### config.mk
export PLATFORM = sky130hd
export DESIGN_NAME = countdown_timer_bank_with_snooze
export DESIGN_NICKNAME = d
export VERILOG_FILES = /design/src/rtl/ctb_pkg.sv /design/src/rtl/ctb_alu.sv /design/src/rtl/ctb_store.sv /design/src/rtl/countdown_timer_bank_with_snooze.sv
export SDC_FILE = /design/constraint.sdc
export NUM_CORES = 1
export LEC_CHECK = 0
export BUFFER_PORTS_ARGS = -buffer_cell sky130_fd_sc_hd__clkbuf_2
export CAP_MARGIN = 20
export CORE_ASPECT_RATIO = 1.4
export CORE_MARGIN = 4
export CORE_UTILIZATION = 60
export CTS_CLUSTER_DIAMETER = 80
export DETAILED_ROUTE_END_ITERATION = 7
export GPL_ROUTABILITY_DRIVEN = 0
export PLACE_DENSITY = 0.81
export SETUP_SLACK_MARGIN = 0.4
export SLEW_MARGIN = 5
export SYNTH_ARGS = -nofsm -noshare
export SYNTH_HDL_FRONTEND = slang
export SYNTH_SLANG_ARGS = --single-unit
### constraint.sdc
create_clock -name clk_i -period 5.67 [get_ports clk_i]
set_input_delay 1.134 -clock clk_i [delete_from_list [all_inputs] [get_ports clk_i]]
set_output_delay 1.134 -clock clk_i [all_outputs]
set_load 0.1 [all_outputs]
### src/rtl/ctb_pkg.sv
// ----------------------------------------------------------------------------
// ctb_pkg
// Types and constants for the countdown timer bank.
// ----------------------------------------------------------------------------
`default_nettype none

package ctb_pkg;

  localparam int unsigned CountW = 16;
  localparam int unsigned ValW   = 15;
  localparam int unsigned IdxW   = 4;

  localparam logic [CountW-1:0] IDLE_COUNT = 16'hFFFF;
  localparam logic [ValW-1:0]   SNOOZE_RST = 15'd300;

  typedef enum logic [1:0] {
    OP_TICK   = 2'd0,
    OP_LOAD   = 2'd1,
    OP_CLEAR  = 2'd2,
    OP_SNOOZE = 2'd3
  } op_e;

  typedef enum logic [1:0] {
    ST_IDLE,
    ST_SCAN,
    ST_HOLD
  } state_e;

  typedef struct packed {
    op_e             op;
    logic [IdxW-1:0] timer_index;
    logic [ValW-1:0] load_value;
  } in_t;

  typedef struct packed {
    logic            any_expired;
    logic [IdxW-1:0] first_expired;
    logic            snoozed;
  } out_t;

  // one timer update from the shared unit
  typedef struct packed {
    logic              we;
    logic [CountW-1:0] value;
    logic              zero;
  } upd_t;

endpackage

`default_nettype wire

### src/rtl/ctb_alu.sv
// ----------------------------------------------------------------------------
// ctb_alu
// Shared update unit: decrement, load, clear or snooze of one timer and
// expiry test of the result.
// ----------------------------------------------------------------------------
`default_nettype none

module ctb_alu (
  input  ctb_pkg::op_e                    op_i,
  input  logic [ctb_pkg::CountW-1:0]      cur_i,
  input  logic                            hit_i,
  input  logic                            found_i,
  input  logic [ctb_pkg::ValW-1:0]        load_value_i,
  input  logic [ctb_pkg::ValW-1:0]        snooze_ticks_i,
  output ctb_pkg::upd_t                   upd_o
);

  logic                       is_zero;
  logic                       running;
  logic                       we;
  logic [ctb_pkg::CountW-1:0] nv;
  logic [ctb_pkg::CountW-1:0] res;

  assign is_zero = (cur_i == '0);
  assign running = !is_zero && !cur_i[ctb_pkg::CountW-1];

  always_comb begin
    we = 1'b0;
    nv = cur_i;
    case (op_i)
      ctb_pkg::OP_TICK: begin
        we = running;
        nv = cur_i - ctb_pkg::CountW'(1);
      end
      ctb_pkg::OP_LOAD: begin
        we = hit_i;
        nv = {1'b0, load_value_i};
      end
      ctb_pkg::OP_CLEAR: begin
        we = hit_i;
        nv = ctb_pkg::IDLE_COUNT;
      end
      ctb_pkg::OP_SNOOZE: begin
        // only the lowest expired timer is reloaded
        we = is_zero && !found_i;
        nv = {1'b0, snooze_ticks_i};
      end
      default: begin
        we = 1'b0;
        nv = cur_i;
      end
    endcase
  end

  assign res         = we ? nv : cur_i;
  assign upd_o.we    = we;
  assign upd_o.value = nv;
  assign upd_o.zero  = (res == '0);

endmodule

`default_nettype wire

### src/rtl/ctb_store.sv
// ----------------------------------------------------------------------------
// ctb_store
// Timer count memory, one write and one registered read port; entries not
// yet written read as idle.
// ----------------------------------------------------------------------------
`default_nettype none

module ctb_store #(
  parameter int unsigned Depth = 16,
  parameter int unsigned AddrW = 4
) (
  input  logic                       clk_i,
  input  logic                       rst_ni,
  input  logic [AddrW-1:0]           rd_addr_i,
  output logic [ctb_pkg::CountW-1:0] rd_data_o,
  input  logic                       we_i,
  input  logic [AddrW-1:0]           wr_addr_i,
  input  logic [ctb_pkg::CountW-1:0] wr_data_i
);

  logic [ctb_pkg::CountW-1:0] mem [Depth];
  logic [Depth-1:0]           valid_q;
  logic [ctb_pkg::CountW-1:0] rdata_q;
  logic                       rvalid_q;

  always_ff @(posedge clk_i) begin
    if (we_i) begin
      mem[wr_addr_i] <= wr_data_i;
    end
    rdata_q <= mem[rd_addr_i];
  end

  always_ff @(posedge clk_i or negedge rst_ni) begin
    if (!rst_ni) begin
      valid_q  <= '0;
      rvalid_q <= 1'b0;
    end else begin
      if (we_i) begin
        valid_q[wr_addr_i] <= 1'b1;
      end
      rvalid_q <= valid_q[rd_addr_i];
    end
  end

  assign rd_data_o = rvalid_q ? rdata_q : ctb_pkg::IDLE_COUNT;

endmodule

`default_nettype wire

### src/rtl/countdown_timer_bank_with_snooze.sv
// ----------------------------------------------------------------------------
// countdown_timer_bank_with_snooze
// Bank of countdown timers with tick, load, clear and snooze, walked one
// timer per cycle through a shared update unit.
// ----------------------------------------------------------------------------
//  channel  | direction | handshake                  | payload
//  ---------+-----------+----------------------------+--------------
//  in       | input     | in_valid_i / in_ready_o    | in_data_i
//  out      | output    | out_valid_o / out_ready_i  | out_data_o
//  cfg      | input     | cfg_we_i (no wait)         | cfg_wdata_i
//
//  An item reads the first timer, then takes one scan step per timer on
//  the single memory port; ready returns with the result.
//  Reset: all timers idle via per-entry valid bits, snooze period 300.
//  The result sits in an output register; a new item is accepted meanwhile
//  and only waits at its end if that register is still full.
// ----------------------------------------------------------------------------
`default_nettype none

module countdown_timer_bank_with_snooze #(
  parameter int unsigned NUM_TIMERS = 16
) (
  input  logic                       clk_i,
  input  logic                       rst_ni,
  input  logic                       in_valid_i,
  output logic                       in_ready_o,
  input  ctb_pkg::in_t               in_data_i,
  output logic                       out_valid_o,
  input  logic                       out_ready_i,
  output ctb_pkg::out_t              out_data_o,
  input  logic                       cfg_we_i,
  input  logic [ctb_pkg::ValW-1:0]   cfg_wdata_i
);

  localparam int unsigned IW = (NUM_TIMERS > 1) ? $clog2(NUM_TIMERS) : 1;
  localparam int unsigned CW = (IW > ctb_pkg::IdxW) ? IW : ctb_pkg::IdxW;
  localparam logic [IW-1:0] LastIdx = IW'(NUM_TIMERS - 1);

  ctb_pkg::state_e state_q, state_d;
  logic [IW-1:0]   idx_q, idx_d;
  logic            found_q, found_d;
  logic [IW-1:0]   first_q, first_d;
  logic            snz_q, snz_d;
  ctb_pkg::in_t    item_q, item_d;
  logic [ctb_pkg::ValW-1:0] snooze_q;
  logic            out_valid_q;
  ctb_pkg::out_t   out_q, out_d;
  logic            out_load;
  logic            slot_free;

  logic [IW-1:0]              rd_addr;
  logic [ctb_pkg::CountW-1:0] rd_data;
  logic                       hit;
  ctb_pkg::upd_t              upd;
  logic                       mem_we;

  assign hit = (CW'(idx_q) == CW'(item_q.timer_index));

  ctb_alu u_alu (
    .op_i           (item_q.op),
    .cur_i          (rd_data),
    .hit_i          (hit),
    .found_i        (snz_q),
    .load_value_i   (item_q.load_value),
    .snooze_ticks_i (snooze_q),
    .upd_o          (upd)
  );

  ctb_store #(
    .Depth (NUM_TIMERS),
    .AddrW (IW)
  ) u_store (
    .clk_i     (clk_i),
    .rst_ni    (rst_ni),
    .rd_addr_i (rd_addr),
    .rd_data_o (rd_data),
    .we_i      (mem_we),
    .wr_addr_i (idx_q),
    .wr_data_i (upd.value)
  );

  assign slot_free  = !out_valid_q || out_ready_i;
  assign in_ready_o = (state_q == ctb_pkg::ST_IDLE);

  always_comb begin
    state_d  = state_q;
    idx_d    = idx_q;
    found_d  = found_q;
    first_d  = first_q;
    snz_d    = snz_q;
    item_d   = item_q;
    rd_addr  = '0;
    mem_we   = 1'b0;
    out_load = 1'b0;
    case (state_q)
      ctb_pkg::ST_IDLE: begin
        if (in_valid_i) begin
          item_d  = in_data_i;
          idx_d   = '0;
          found_d = 1'b0;
          first_d = '0;
          snz_d   = 1'b0;
          state_d = ctb_pkg::ST_SCAN;
        end
      end
      ctb_pkg::ST_SCAN: begin
        mem_we = upd.we;
        if (upd.zero && !found_q) begin
          found_d = 1'b1;
          first_d = idx_q;
        end
        if (upd.we && (item_q.op == ctb_pkg::OP_SNOOZE)) begin
          snz_d = 1'b1;
        end
        if (idx_q == LastIdx) begin
          if (slot_free) begin
            out_load = 1'b1;
            state_d  = ctb_pkg::ST_IDLE;
          end else begin
            state_d  = ctb_pkg::ST_HOLD;
          end
        end else begin
          idx_d   = idx_q + IW'(1);
          rd_addr = idx_q + IW'(1);
        end
      end
      ctb_pkg::ST_HOLD: begin
        if (slot_free) begin
          out_load = 1'b1;
          state_d  = ctb_pkg::ST_IDLE;
        end
      end
      default: begin
        state_d = ctb_pkg::ST_IDLE;
      end
    endcase
  end

  always_comb begin
    out_d.any_expired   = found_d;
    out_d.first_expired = found_d ? ctb_pkg::IdxW'(first_d) : '0;
    out_d.snoozed       = snz_d;
  end

  always_ff @(posedge clk_i or negedge rst_ni) begin
    if (!rst_ni) begin
      state_q     <= ctb_pkg::ST_IDLE;
      idx_q       <= '0;
      found_q     <= 1'b0;
      first_q     <= '0;
      snz_q       <= 1'b0;
      snooze_q    <= ctb_pkg::SNOOZE_RST;
      out_valid_q <= 1'b0;
    end else begin
      state_q <= state_d;
      idx_q   <= idx_d;
      found_q <= found_d;
      first_q <= first_d;
      snz_q   <= snz_d;
      if (cfg_we_i) begin
        snooze_q <= cfg_wdata_i;
      end
      if (out_load) begin
        out_valid_q <= 1'b1;
      end else if (out_ready_i) begin
        out_valid_q <= 1'b0;
      end
    end
  end

  always_ff @(posedge clk_i) begin
    item_q <= item_d;
    if (out_load) begin
      out_q <= out_d;
    end
  end

  assign out_valid_o = out_valid_q;
  assign out_data_o  = out_q;

endmodule

`default_nettype wire

==> results of run 1 <==
-- power by group --
group / leakage (nW) / switching, mW / internal [mW]
combinational: 1.65 / 0.977 / 0.625
sequential: 3.26 / 0.168 / 3.06
clock: 0.487 / 0.894 / 1.21
total: 5.40 / 2.04 / 4.89
-- sequential cells by signal (all words and copies together) (netlist names) --
| name | cells |
|---|---|
| found_q | 1 |
| item_q | 21 |
| u_store.rvalid_q | 1 |
| out_valid_o | 1 |
| idx_q | 4 |
| u_store.rdata_q | 16 |
| snz_q | 1 |
| state_q | 2 |
| u_store.valid_q | 16 |
| out_data_o | 6 |
| first_q | 4 |
| u_store.mem | 256 |
| snooze_q | 15 |
-- cells by family after synthesis --
family | Yosys count | share of synthesized area (%)
compound gates | 94 | 5.03
xor+xnor | 12 | 0.755
fa+ha+maj | 12 | 1.08
buf+inv | 53 | 1.51
flops | 344 | 71.4
mux | 91 | 13.0
simple gates | 180 | 7.16
-- worst max-delay path, delay by kind of cell (launching register included) --
kind / cells / cell delay [ps]
fa+ha+maj: 1 / 420
compound gates: 4 / 1280
simple gates: 3 / 1360
mux: 1 / 340
buf+inv: 1 / 110
flops: 1 / 410
-- worst paths after layout --
check | end | slack, ps | cells after the start | start
worst min-delay path | u_store.valid_q[1] | 470 | 1 | u_store.valid_q[1]
max in group asynchronous | snooze_q[0] | 4570 | 2 | rst_ni
worst max-delay path | out_data_o[2] | 1520 | 10 | item_q[20]
worst max register to register | out_data_o[2] | 1520 | 10 | item_q[20]
worst min register to register | u_store.valid_q[1] | 470 | 1 | u_store.valid_q[1]
min in group asynchronous | state_q[1] | 680 | 2 | rst_ni
-- synth_stat cells (all sizes together), types with 2 or more instances --
cell type / instances / area (um2)
or4b: 2 / 20.0
o22ai: 2 / 18.8
nand4: 4 / 25.0
dfxtp: 16 / 320
nand3: 12 / 60.1
o21a: 2 / 15.0
inv: 14 / 52.6
nand2: 50 / 188
nor2: 21 / 78.8
buf: 7 / 37.5
a32o: 4 / 40.0
nor4: 8 / 86.3
dfstp: 4 / 105
o31ai: 3 / 22.5
ha: 12 / 150
nor2b: 5 / 31.3
a221oi: 9 / 78.8
and2: 21 / 131
nand3b: 2 / 15.0
mux4: 69 / 1550
mux2: 20 / 240
dfrtp: 41 / 1030
nor3: 12 / 60.1
o21ai: 6 / 30.0
a22oi: 9 / 67.6
edfxtp: 283 / 8500
or2: 18 / 113
nor3b: 2 / 15.0
a31oi: 19 / 119
clkbuf: 32 / 120
a22o: 4 / 35.0
or4: 4 / 33.8
nand2b: 11 / 68.8
xnor2: 6 / 52.6
xor2: 6 / 52.6
nor4b: 3 / 32.5
or3b: 2 / 17.5
a211oi: 18 / 135
a21oi: 11 / 55.1
mux2i: 2 / 20.0
-- per-layer routing --
layer	vias up	share of wire [%]	GRT usage (%)
met3	128	9.3	5.58
met1	4119	35	35.0
met2	529	51	45.2
li1	3278	-	-
met5	-	0	0
met4	0	5.0	12.3
-- area by class of cell --
cell class | count | area, um2
clock buffers | 37 | 818
clock inverters | 19 | 201
fillers | 1294 | 6950
inverters | 14 | 52.6
multi-input cells | 389 | 3840
flip-flops and latches | 344 | 9950
well taps | 301 | 377
repair buffers | 81 | 500
==> impl_metrics.env, run 1 <==
export IMPL_final_common_cell="edfxtp_1"
export IMPL_die_area_um2=25700
export IMPL_path_cells="inv_1 -> ha_1 -> nor2_1 -> a22oi_1 -> a221oi_1 -> or4b_1 -> nor4_4 -> a41oi_4 -> mux2_4 -> a32o_1"
export IMPL_drc=1
export IMPL_final_cell_area_um2=15700
export IMPL_endpoint_kind="flip-flop"
export IMPL_avgRoutedWirePerCell_um=29.0
export IMPL_clock_skew_final_ps=12.4
export IMPL_fin_crit_sh_pct=73.2
export IMPL_vias=8054
export IMPL_syn_cell_area_um2=13900
export IMPL_hold_path_class="flip-flop to flip-flop"
export IMPL_crit_path_start_kind="flip-flop"
export IMPL_crit_path_max_incr_delay_ps=600
export IMPL_cts_hold_buf=0
export IMPL_synth_cell_types=61
export IMPL_syn_num_nets=839
export IMPL_final_cell_mix="edfxtp_1, mux4_2, nand2_1, clkbuf_2, dfrtp_1"
export IMPL_fp_row_count=65
export IMPL_post_route_min_period_ps=4150
export IMPL_worst_slew_pin_slew_ps=1290
export IMPL_p_total_mw=6.93
export IMPL_synthArstFlopShare_pct=13.1
export IMPL_ys_flop_type="edfxtp_1"
export IMPL_syn_inst=786
export IMPL_final_cells=1185
export IMPL_fin_ws_ps=1520
export IMPL_clk_path_buf_depth=3
export IMPL_dp_worst_setup_slack_ps=1520
export IMPL_hold_viol=0
export IMPL_syn_to_final_growth_pct=13.0
export IMPL_relSlewSlack_pct=13.9
export IMPL_synth_area_per_cell_um2=17.7
export IMPL_fmax_mhz=241
export IMPL_crit_path_top_delay_cell="or4b_1"
export IMPL_clk_latency_ps=560
export IMPL_synth_edf_count=283
export IMPL_drtIter0Drc=996
export IMPL_die_w_um=137
export IMPL_grt_pass1_wl_um=51500
export IMPL_drive_above_1_share_pct=30.1
export IMPL_holdWs_ps=475
export IMPL_ys_ff_latch=344
export IMPL_required_ps=5980
export IMPL_slew_violations=0
export IMPL_grt_setup_unrepaired="no"
export IMPL_core_area_um2=22700
export IMPL_synth_warnings=0
export IMPL_cts_buffers_inserted=30
export IMPL_status="complete, but fails checks"
export IMPL_dpl_hpwl_um=20300
export IMPL_htree_num_levels=1
export IMPL_antenna_found_initial=0
export IMPL_final_util_pct=69.4
export IMPL_clkSinkCount=344
export IMPL_portBuffers=48
export IMPL_powerDensity_nw_per_um2=440
export IMPL_grt_usage_pct=27.3
export IMPL_antenna_cells=0
export IMPL_violations="DRC"
export IMPL_via_per_inst=6.80
export IMPL_drt_wl_total_um=34400
export IMPL_yosysSeqAreaShare_pct=71.4
export IMPL_leakage_nw=5.40
export IMPL_cts_resized=0
export IMPL_grt_start_max_net_pins=46
export IMPL_fin_setup_tns_ps=0
export IMPL_dpl_instance_area_um2=14700
export IMPL_layout_nets=913
export IMPL_setup_viol=0
export IMPL_cts_tree="yes"
export IMPL_ant_nets=0
export IMPL_dp_cells=1124
export IMPL_postCtsSetupBuffers=0
export IMPL_maxCapViolCount=0
export IMPL_die_h_um=188
export IMPL_cp_arrival_ps=4460
export IMPL_peakVddDrop_v=0.000269
export IMPL_grt_pass1_vias=8351
export IMPL_path_clk_slew_ps=70
export IMPL_cts_root_buf="clkbuf_16"
export IMPL_crit_fanout=18
export IMPL_firstDrtPassIters=8
export IMPL_overflow=0
export IMPL_io_pins=49
export IMPL_initial_core_util_pct=61.4
export IMPL_crit_type="flip-flop to flip-flop"
Power figures use the tool's default switching activity.
==> run 2, diff against run 1 <==
clock period = 3.9 ns   (was 5.67 ns; I/O delays follow)
==> run 2 against run 1 <==
The flow now finishes without violations; first-iteration DRC count increased by 1.7%; sequential power increased by 46%; utilization rose by 1.4 points; flip-flop and latch count unchanged; largest cell class unchanged; clock-buffer cell count stayed put; sequential share of layout area is 1.2 points lower; routed wire length shrank 1.5%.
==> impl_metrics.env, run 2 (synthesized netlist as in run 1, its figures left out) <==
export IMPL_largest_register_ffs=256
export IMPL_hold_viol=0
export IMPL_core_area_um2=22700
export IMPL_endpoint_kind="flip-flop"
export IMPL_die_area_um2=25700
export IMPL_drtIter0Drc=1013
export IMPL_crit_path_max_incr_delay_ps=530
export IMPL_firstDrtPassIters=6
export IMPL_syn_to_final_growth_pct=15.3
export IMPL_net_switching_power_mw=3.03
export IMPL_fin_crit_sh_pct=89.9
export IMPL_crit_path_start_kind="flip-flop"
export IMPL_powerDensity_nw_per_um2=646
export IMPL_worst_slew_pin_slew_ps=1200
export IMPL_clock_skew_final_ps=16.0
export IMPL_cts_hold_buf=0
export IMPL_clkSinkCount=344
export IMPL_setup_viol=0
export IMPL_htree_num_levels=1
export IMPL_via_per_inst=6.80
export IMPL_grt_setup_unrepaired="no"
export IMPL_final_cell_mix="edfxtp_1, mux4_2, nand2_1, clkbuf_2, dfrtp_1"
export IMPL_hold_path_class="input port to async pin"
export IMPL_peakVddDrop_v=0.000453
export IMPL_path_clk_slew_ps=70
export IMPL_drc=0
export IMPL_ant_nets=0
export IMPL_p_total_mw=10.4
export IMPL_crit_fanout=4
export IMPL_cts_root_buf="clkbuf_16"
export IMPL_die_h_um=188
export IMPL_fp_row_count=65
export IMPL_largest_register="u_store.mem"
export IMPL_avgRoutedWirePerCell_um=28.3
export IMPL_layout_nets=925
export IMPL_grt_start_max_net_pins=65
export IMPL_pwr_share_clk_pct=31.1
export IMPL_antenna_cells=0
export IMPL_grt_pass1_vias=8338
export IMPL_antenna_found_initial=0
export IMPL_power_frac_comb_pct=23.6
export IMPL_clk_path_buf_depth=3
export IMPL_slew_violations=0
export IMPL_grt_usage_pct=26.0
export IMPL_path_cells="inv_2 -> ha_1 -> or2_4 -> a221o_1 -> a221oi_1 -> or4b_4 -> nor4_4 -> a41oi_4 -> mux2_4 -> a32o_1"
export IMPL_seq_power_share_pct=45.3
export IMPL_maxCapViolCount=0
export IMPL_crit_path_top_delay_cell="or4b_4"
export IMPL_relSlewSlack_pct=20.0
export IMPL_cts_tree="yes"
export IMPL_io_pins=49
export IMPL_vias=8135
export IMPL_overflow=0
export IMPL_grt_pass1_wl_um=49900
export IMPL_swShare_pct=29.2
export IMPL_largestRegisters="u_store.mem x256, item_q x21"
export IMPL_drt_wl_total_um=33900
export IMPL_nFillCells=1255
export IMPL_portBuffers=48
export IMPL_clk_latency_ps=550
export IMPL_leakage_nw=5.52
export IMPL_fmax_mhz=285
export IMPL_status="finished clean"
export IMPL_post_route_min_period_ps=3510
export IMPL_fin_setup_tns_ps=0
export IMPL_initial_core_util_pct=61.4
export IMPL_die_w_um=137
export IMPL_dpl_hpwl_um=19100
export IMPL_drive_above_1_share_pct=34.0
export IMPL_crit_type="flip-flop to flip-flop"
export IMPL_p_int_mw=7.35
export IMPL_required_ps=4210
export IMPL_final_common_cell="edfxtp_1"
export IMPL_crit_family="simple AND/OR/NAND/NOR gates"
export IMPL_crit_buf_inv=1
export IMPL_cp_arrival_ps=3810
export IMPL_cts_buffers_inserted=31
[run 2: layout make-up]
cell class              count  area [um2]  share of cell area [%]
inverters                  14        52.6                   0.327
multi-input cells         389        3950                    24.6
repair buffers             92         621                    3.87
flip-flops and latches    344        9950                    62.0
clock inverters            20         269                    1.68
well taps                 301         377                    2.35
clock buffers              37         828                    5.16
[run 2: worst paths after layout]
| kind | from | to | slack (ps) | cells past startpoint |
|---|---|---|---|---|
| min in group clk_i | in_data_i[15] | item_q[15] | 400 | 1 |
| worst max-delay path | item_q[19] | out_data_o[1] | 390 | 10 |
| max in group asynchronous | rst_ni | u_store.valid_q[10] | 3100 | 2 |
| worst min-delay path | rst_ni | snooze_q[11] | 250 | 1 |
| worst max register to register | item_q[19] | out_data_o[1] | 390 | 10 |
| worst min register to register | u_store.valid_q[15] | u_store.valid_q[15] | 460 | 1 |
[run 2: power by group through the flow]
| stage | Sequential [mW] | Combinational (mW) | Clock [mW] |
|---|---|---|---|
| final | 4.70 | 2.45 | 3.23 |
| after global routing | 4.71 | 2.62 | 3.43 |
| after CTS | 4.67 | 2.33 | 3.26 |
| after detailed placement | 4.73 | 2.30 | 0 |
| after global placement | 4.72 | 2.21 | 0 |
| after floorplan | 4.64 | 1.65 | 0 |
[run 2: metrics by stage]
| stage | hold slack [ps] | setup slack (ps) | cell area [um2] | instances | utilization (%) |
|---|---|---|---|---|---|
| after floorplan | 434 | 428 | 13900 | 786 | - |
| after global placement | 446 | 539 | 14800 | 1133 | 65.1 |
| after detailed placement | 448 | 300 | 14800 | 1133 | 65.1 |
| after CTS | 381 | 405 | 15900 | 1190 | 69.9 |
| after global routing | 272 | 283 | 16100 | 1197 | 70.7 |
| final | 249 | 395 | 16100 | 1197 | 70.7 |
[run 2: layer usage]
layer | global-route usage (%) | routed length (um)
met2 | 44.7 | 17400
met4 | 10.3 | 1540
met3 | 3.93 | 3060
met5 | 0 | 0
met1 | 33.3 | 11900
[run 2: repair_timing]
item                                    CTS  global route
resized for setup                         4            26
endpoints found under the setup margin    4             6
buffers inserted                          0             5
pin swaps                                 0             4
cloned                                    0             0
==> run 3, diff against run 2 <==
CELL_PAD_IN_SITES_DETAIL_PLACEMENT = 1   (was unset)
CELL_PAD_IN_SITES_GLOBAL_PLACEMENT = 1   (was unset)
CORE_UTILIZATION = 53   (was 60)
PLACE_DENSITY = 0.82   (was 0.81)
==> run 3 against run 2 <==
Utilization decreased by 8.3 points; first-iteration DRC count is 16% lower; non-clock buffer count rose by 4; hold slack worse by 42 ps; register-to-register slack improved by 80 ps; routed wire length increased by 4.1%.
==> impl_metrics.env, run 3 (synthesized netlist as in run 1, its figures left out) <==
export IMPL_cts_tree="yes"
export IMPL_p_total_mw=10.2
export IMPL_leakage_nw=5.52
export IMPL_crit_path_top_delay_cell="or4b_4"
export IMPL_fin_ws_ps=473
export IMPL_via_per_inst=6.41
export IMPL_p_int_mw=7.19
export IMPL_required_ps=4220
export IMPL_htree_num_levels=1
export IMPL_wl_met3_um=1710
export IMPL_holdWs_ps=207
export IMPL_initial_core_util_pct=54.3
export IMPL_ant_nets=0
export IMPL_grt_start_max_net_pins=53
export IMPL_wl_met2_um=19000
export IMPL_fp_row_count=69
export IMPL_maxCapViolCount=0
export IMPL_path_cells="nor2b_2 -> ha_2 -> nand2b_1 -> mux2_2 -> a221oi_2 -> or4b_4 -> nor4_4 -> a41oi_4 -> mux2_4 -> a32o_1"
export IMPL_fin_crit_sh_pct=87.9
export IMPL_die_w_um=145
export IMPL_pwr_share_clk_pct=29.9
export IMPL_grt_usage_pct=24.9
export IMPL_seq_power_share_pct=46.0
export IMPL_cts_root_buf="clkbuf_16"
export IMPL_clkSinkCount=344
export IMPL_worst_slew_pin_slew_ps=890
export IMPL_firstDrtPassIters=5
export IMPL_portBuffers=48
export IMPL_overflow=0
export IMPL_grt_pass1_wl_um=54100
export IMPL_clock_skew_final_ps=15.6
export IMPL_vias=7808
export IMPL_peakVddDrop_v=0.000352
export IMPL_clk_latency_ps=570
export IMPL_io_pins=49
export IMPL_cts_hold_buf=0
export IMPL_endpoint_kind="flip-flop"
export IMPL_dp_worst_setup_slack_ps=-9.98
export IMPL_net_switching_power_mw=3.05
export IMPL_largest_register="u_store.mem"
export IMPL_drt_wl_total_um=35300
export IMPL_crit_type="flip-flop to flip-flop"
export IMPL_dpl_hpwl_um=22100
export IMPL_hold_path_class="input port to async pin"
export IMPL_wl_met1_um=13400
export IMPL_dp_cells=1156
export IMPL_crit_path_start_kind="flip-flop"
export IMPL_drive_above_1_share_pct=34.5
export IMPL_antenna_found_initial=0
export IMPL_largest_register_ffs=256
export IMPL_final_cells=1218
export IMPL_top_layer_used="met4"
export IMPL_nFillCells=2204
export IMPL_r2r_end="out_data_o[4]"
export IMPL_r2r_start="u_store.rvalid_q"
export IMPL_final_cell_mix="edfxtp_1, mux4_2, nand2_1, clkbuf_2, buf_4"
export IMPL_die_h_um=200
export IMPL_swShare_pct=29.8
export IMPL_crit_fanout=5
export IMPL_setup_viol=0
export IMPL_crit_path_max_incr_delay_ps=510
export IMPL_avgRoutedWirePerCell_um=28.9
export IMPL_final_common_cell="edfxtp_1"
export IMPL_layout_nets=928
export IMPL_fmax_mhz=292
export IMPL_cts_buffers_inserted=30
export IMPL_cp_arrival_ps=3740
export IMPL_grt_setup_unrepaired="no"
export IMPL_hold_viol=0
export IMPL_slew_violations=0
export IMPL_antenna_cells=0
export IMPL_largestRegisters="u_store.mem x256, item_q x21"
export IMPL_drc=0
export IMPL_path_clk_slew_ps=70
export IMPL_post_route_min_period_ps=3430
export IMPL_powerDensity_nw_per_um2=639
export IMPL_rr_worst_depth=10
export IMPL_relSlewSlack_pct=40.6
export IMPL_core_area_um2=25600
export IMPL_r2r_slack_ps=470
export IMPL_grt_pass1_vias=8561
export IMPL_power_frac_comb_pct=24.2
export IMPL_clk_path_buf_depth=3
export IMPL_die_area_um2=29000
export IMPL_syn_to_final_growth_pct=15.0
export IMPL_status="finished clean"
export IMPL_drtIter0Drc=855
run 3: stage by stage:
step           cell area, um2  utilization (%)  setup TNS, ps
4_1_cts                 16000             62.2              0
3_5_place_dp            14900             57.9          -14.7
6_report                16000             62.5              0
2_1_floorplan           13900                -              0
3_3_place_gp            14900             57.9              0
5_1_grt                 16000             62.5              0
run 3: timing repair:
| action | in CTS | in global routing |
|---|---|---|
| cloned | 0 | 0 |
| resized for setup | 12 | 11 |
| pin swaps | 2 | 3 |
| endpoints found under the setup margin | 8 | 8 |
| buffers inserted | 4 | 1 |
run 3: area by class of cell:
| class | count | area [um2] | area share (%) |
|---|---|---|---|
| clock buffers | 35 | 801 | 5.00 |
| well taps | 319 | 399 | 2.49 |
| multi-input cells | 389 | 3940 | 24.6 |
| inverters | 14 | 52.6 | 0.328 |
| flip-flops and latches | 344 | 9950 | 62.1 |
| clock inverters | 21 | 223 | 1.39 |
| repair buffers | 96 | 651 | 4.06 |
run 3: layer usage:
metal / up-vias / GRT usage (%)
li1: 3301 / -
met1: 4140 / 30.9
met2: 285 / 45.9
met3: 82 / 3.16
met4: 0 / 8.56
met5: - / 0
run 3: worst max-delay path by stage:
stage,to,from,cells after the start,slack [ps]
global route,out_data_o[1],u_store.rvalid_q,10,390
finish,out_data_o[4],u_store.rvalid_q,10,470
floorplan,u_store.mem[1][0],u_store.rvalid_q,10,430
CTS,out_data_o[4],u_store.rvalid_q,10,420
global placement,out_data_o[3],u_store.rvalid_q,9,410
detailed placement,out_data_o[4],u_store.rvalid_q,9,-10
run 3: worst max-delay path, delay by kind of cell (launching register included):
family | cells | cell delay [ps]
mux | 2 | 660
fa+ha+maj | 1 | 220
simple gates | 4 | 1110
compound gates | 3 | 730
flops | 1 | 460
run 3: power groups by stage:
stage | registers (mW) | clock network, mW | logic, mW
3_3_place_gp | 4.74 | 0 | 2.25
3_5_place_dp | 4.76 | 0 | 2.38
4_1_cts | 4.69 | 3.10 | 2.45
6_report | 4.71 | 3.06 | 2.47
2_1_floorplan | 4.64 | 0 | 1.65
5_1_grt | 4.73 | 3.28 | 2.67
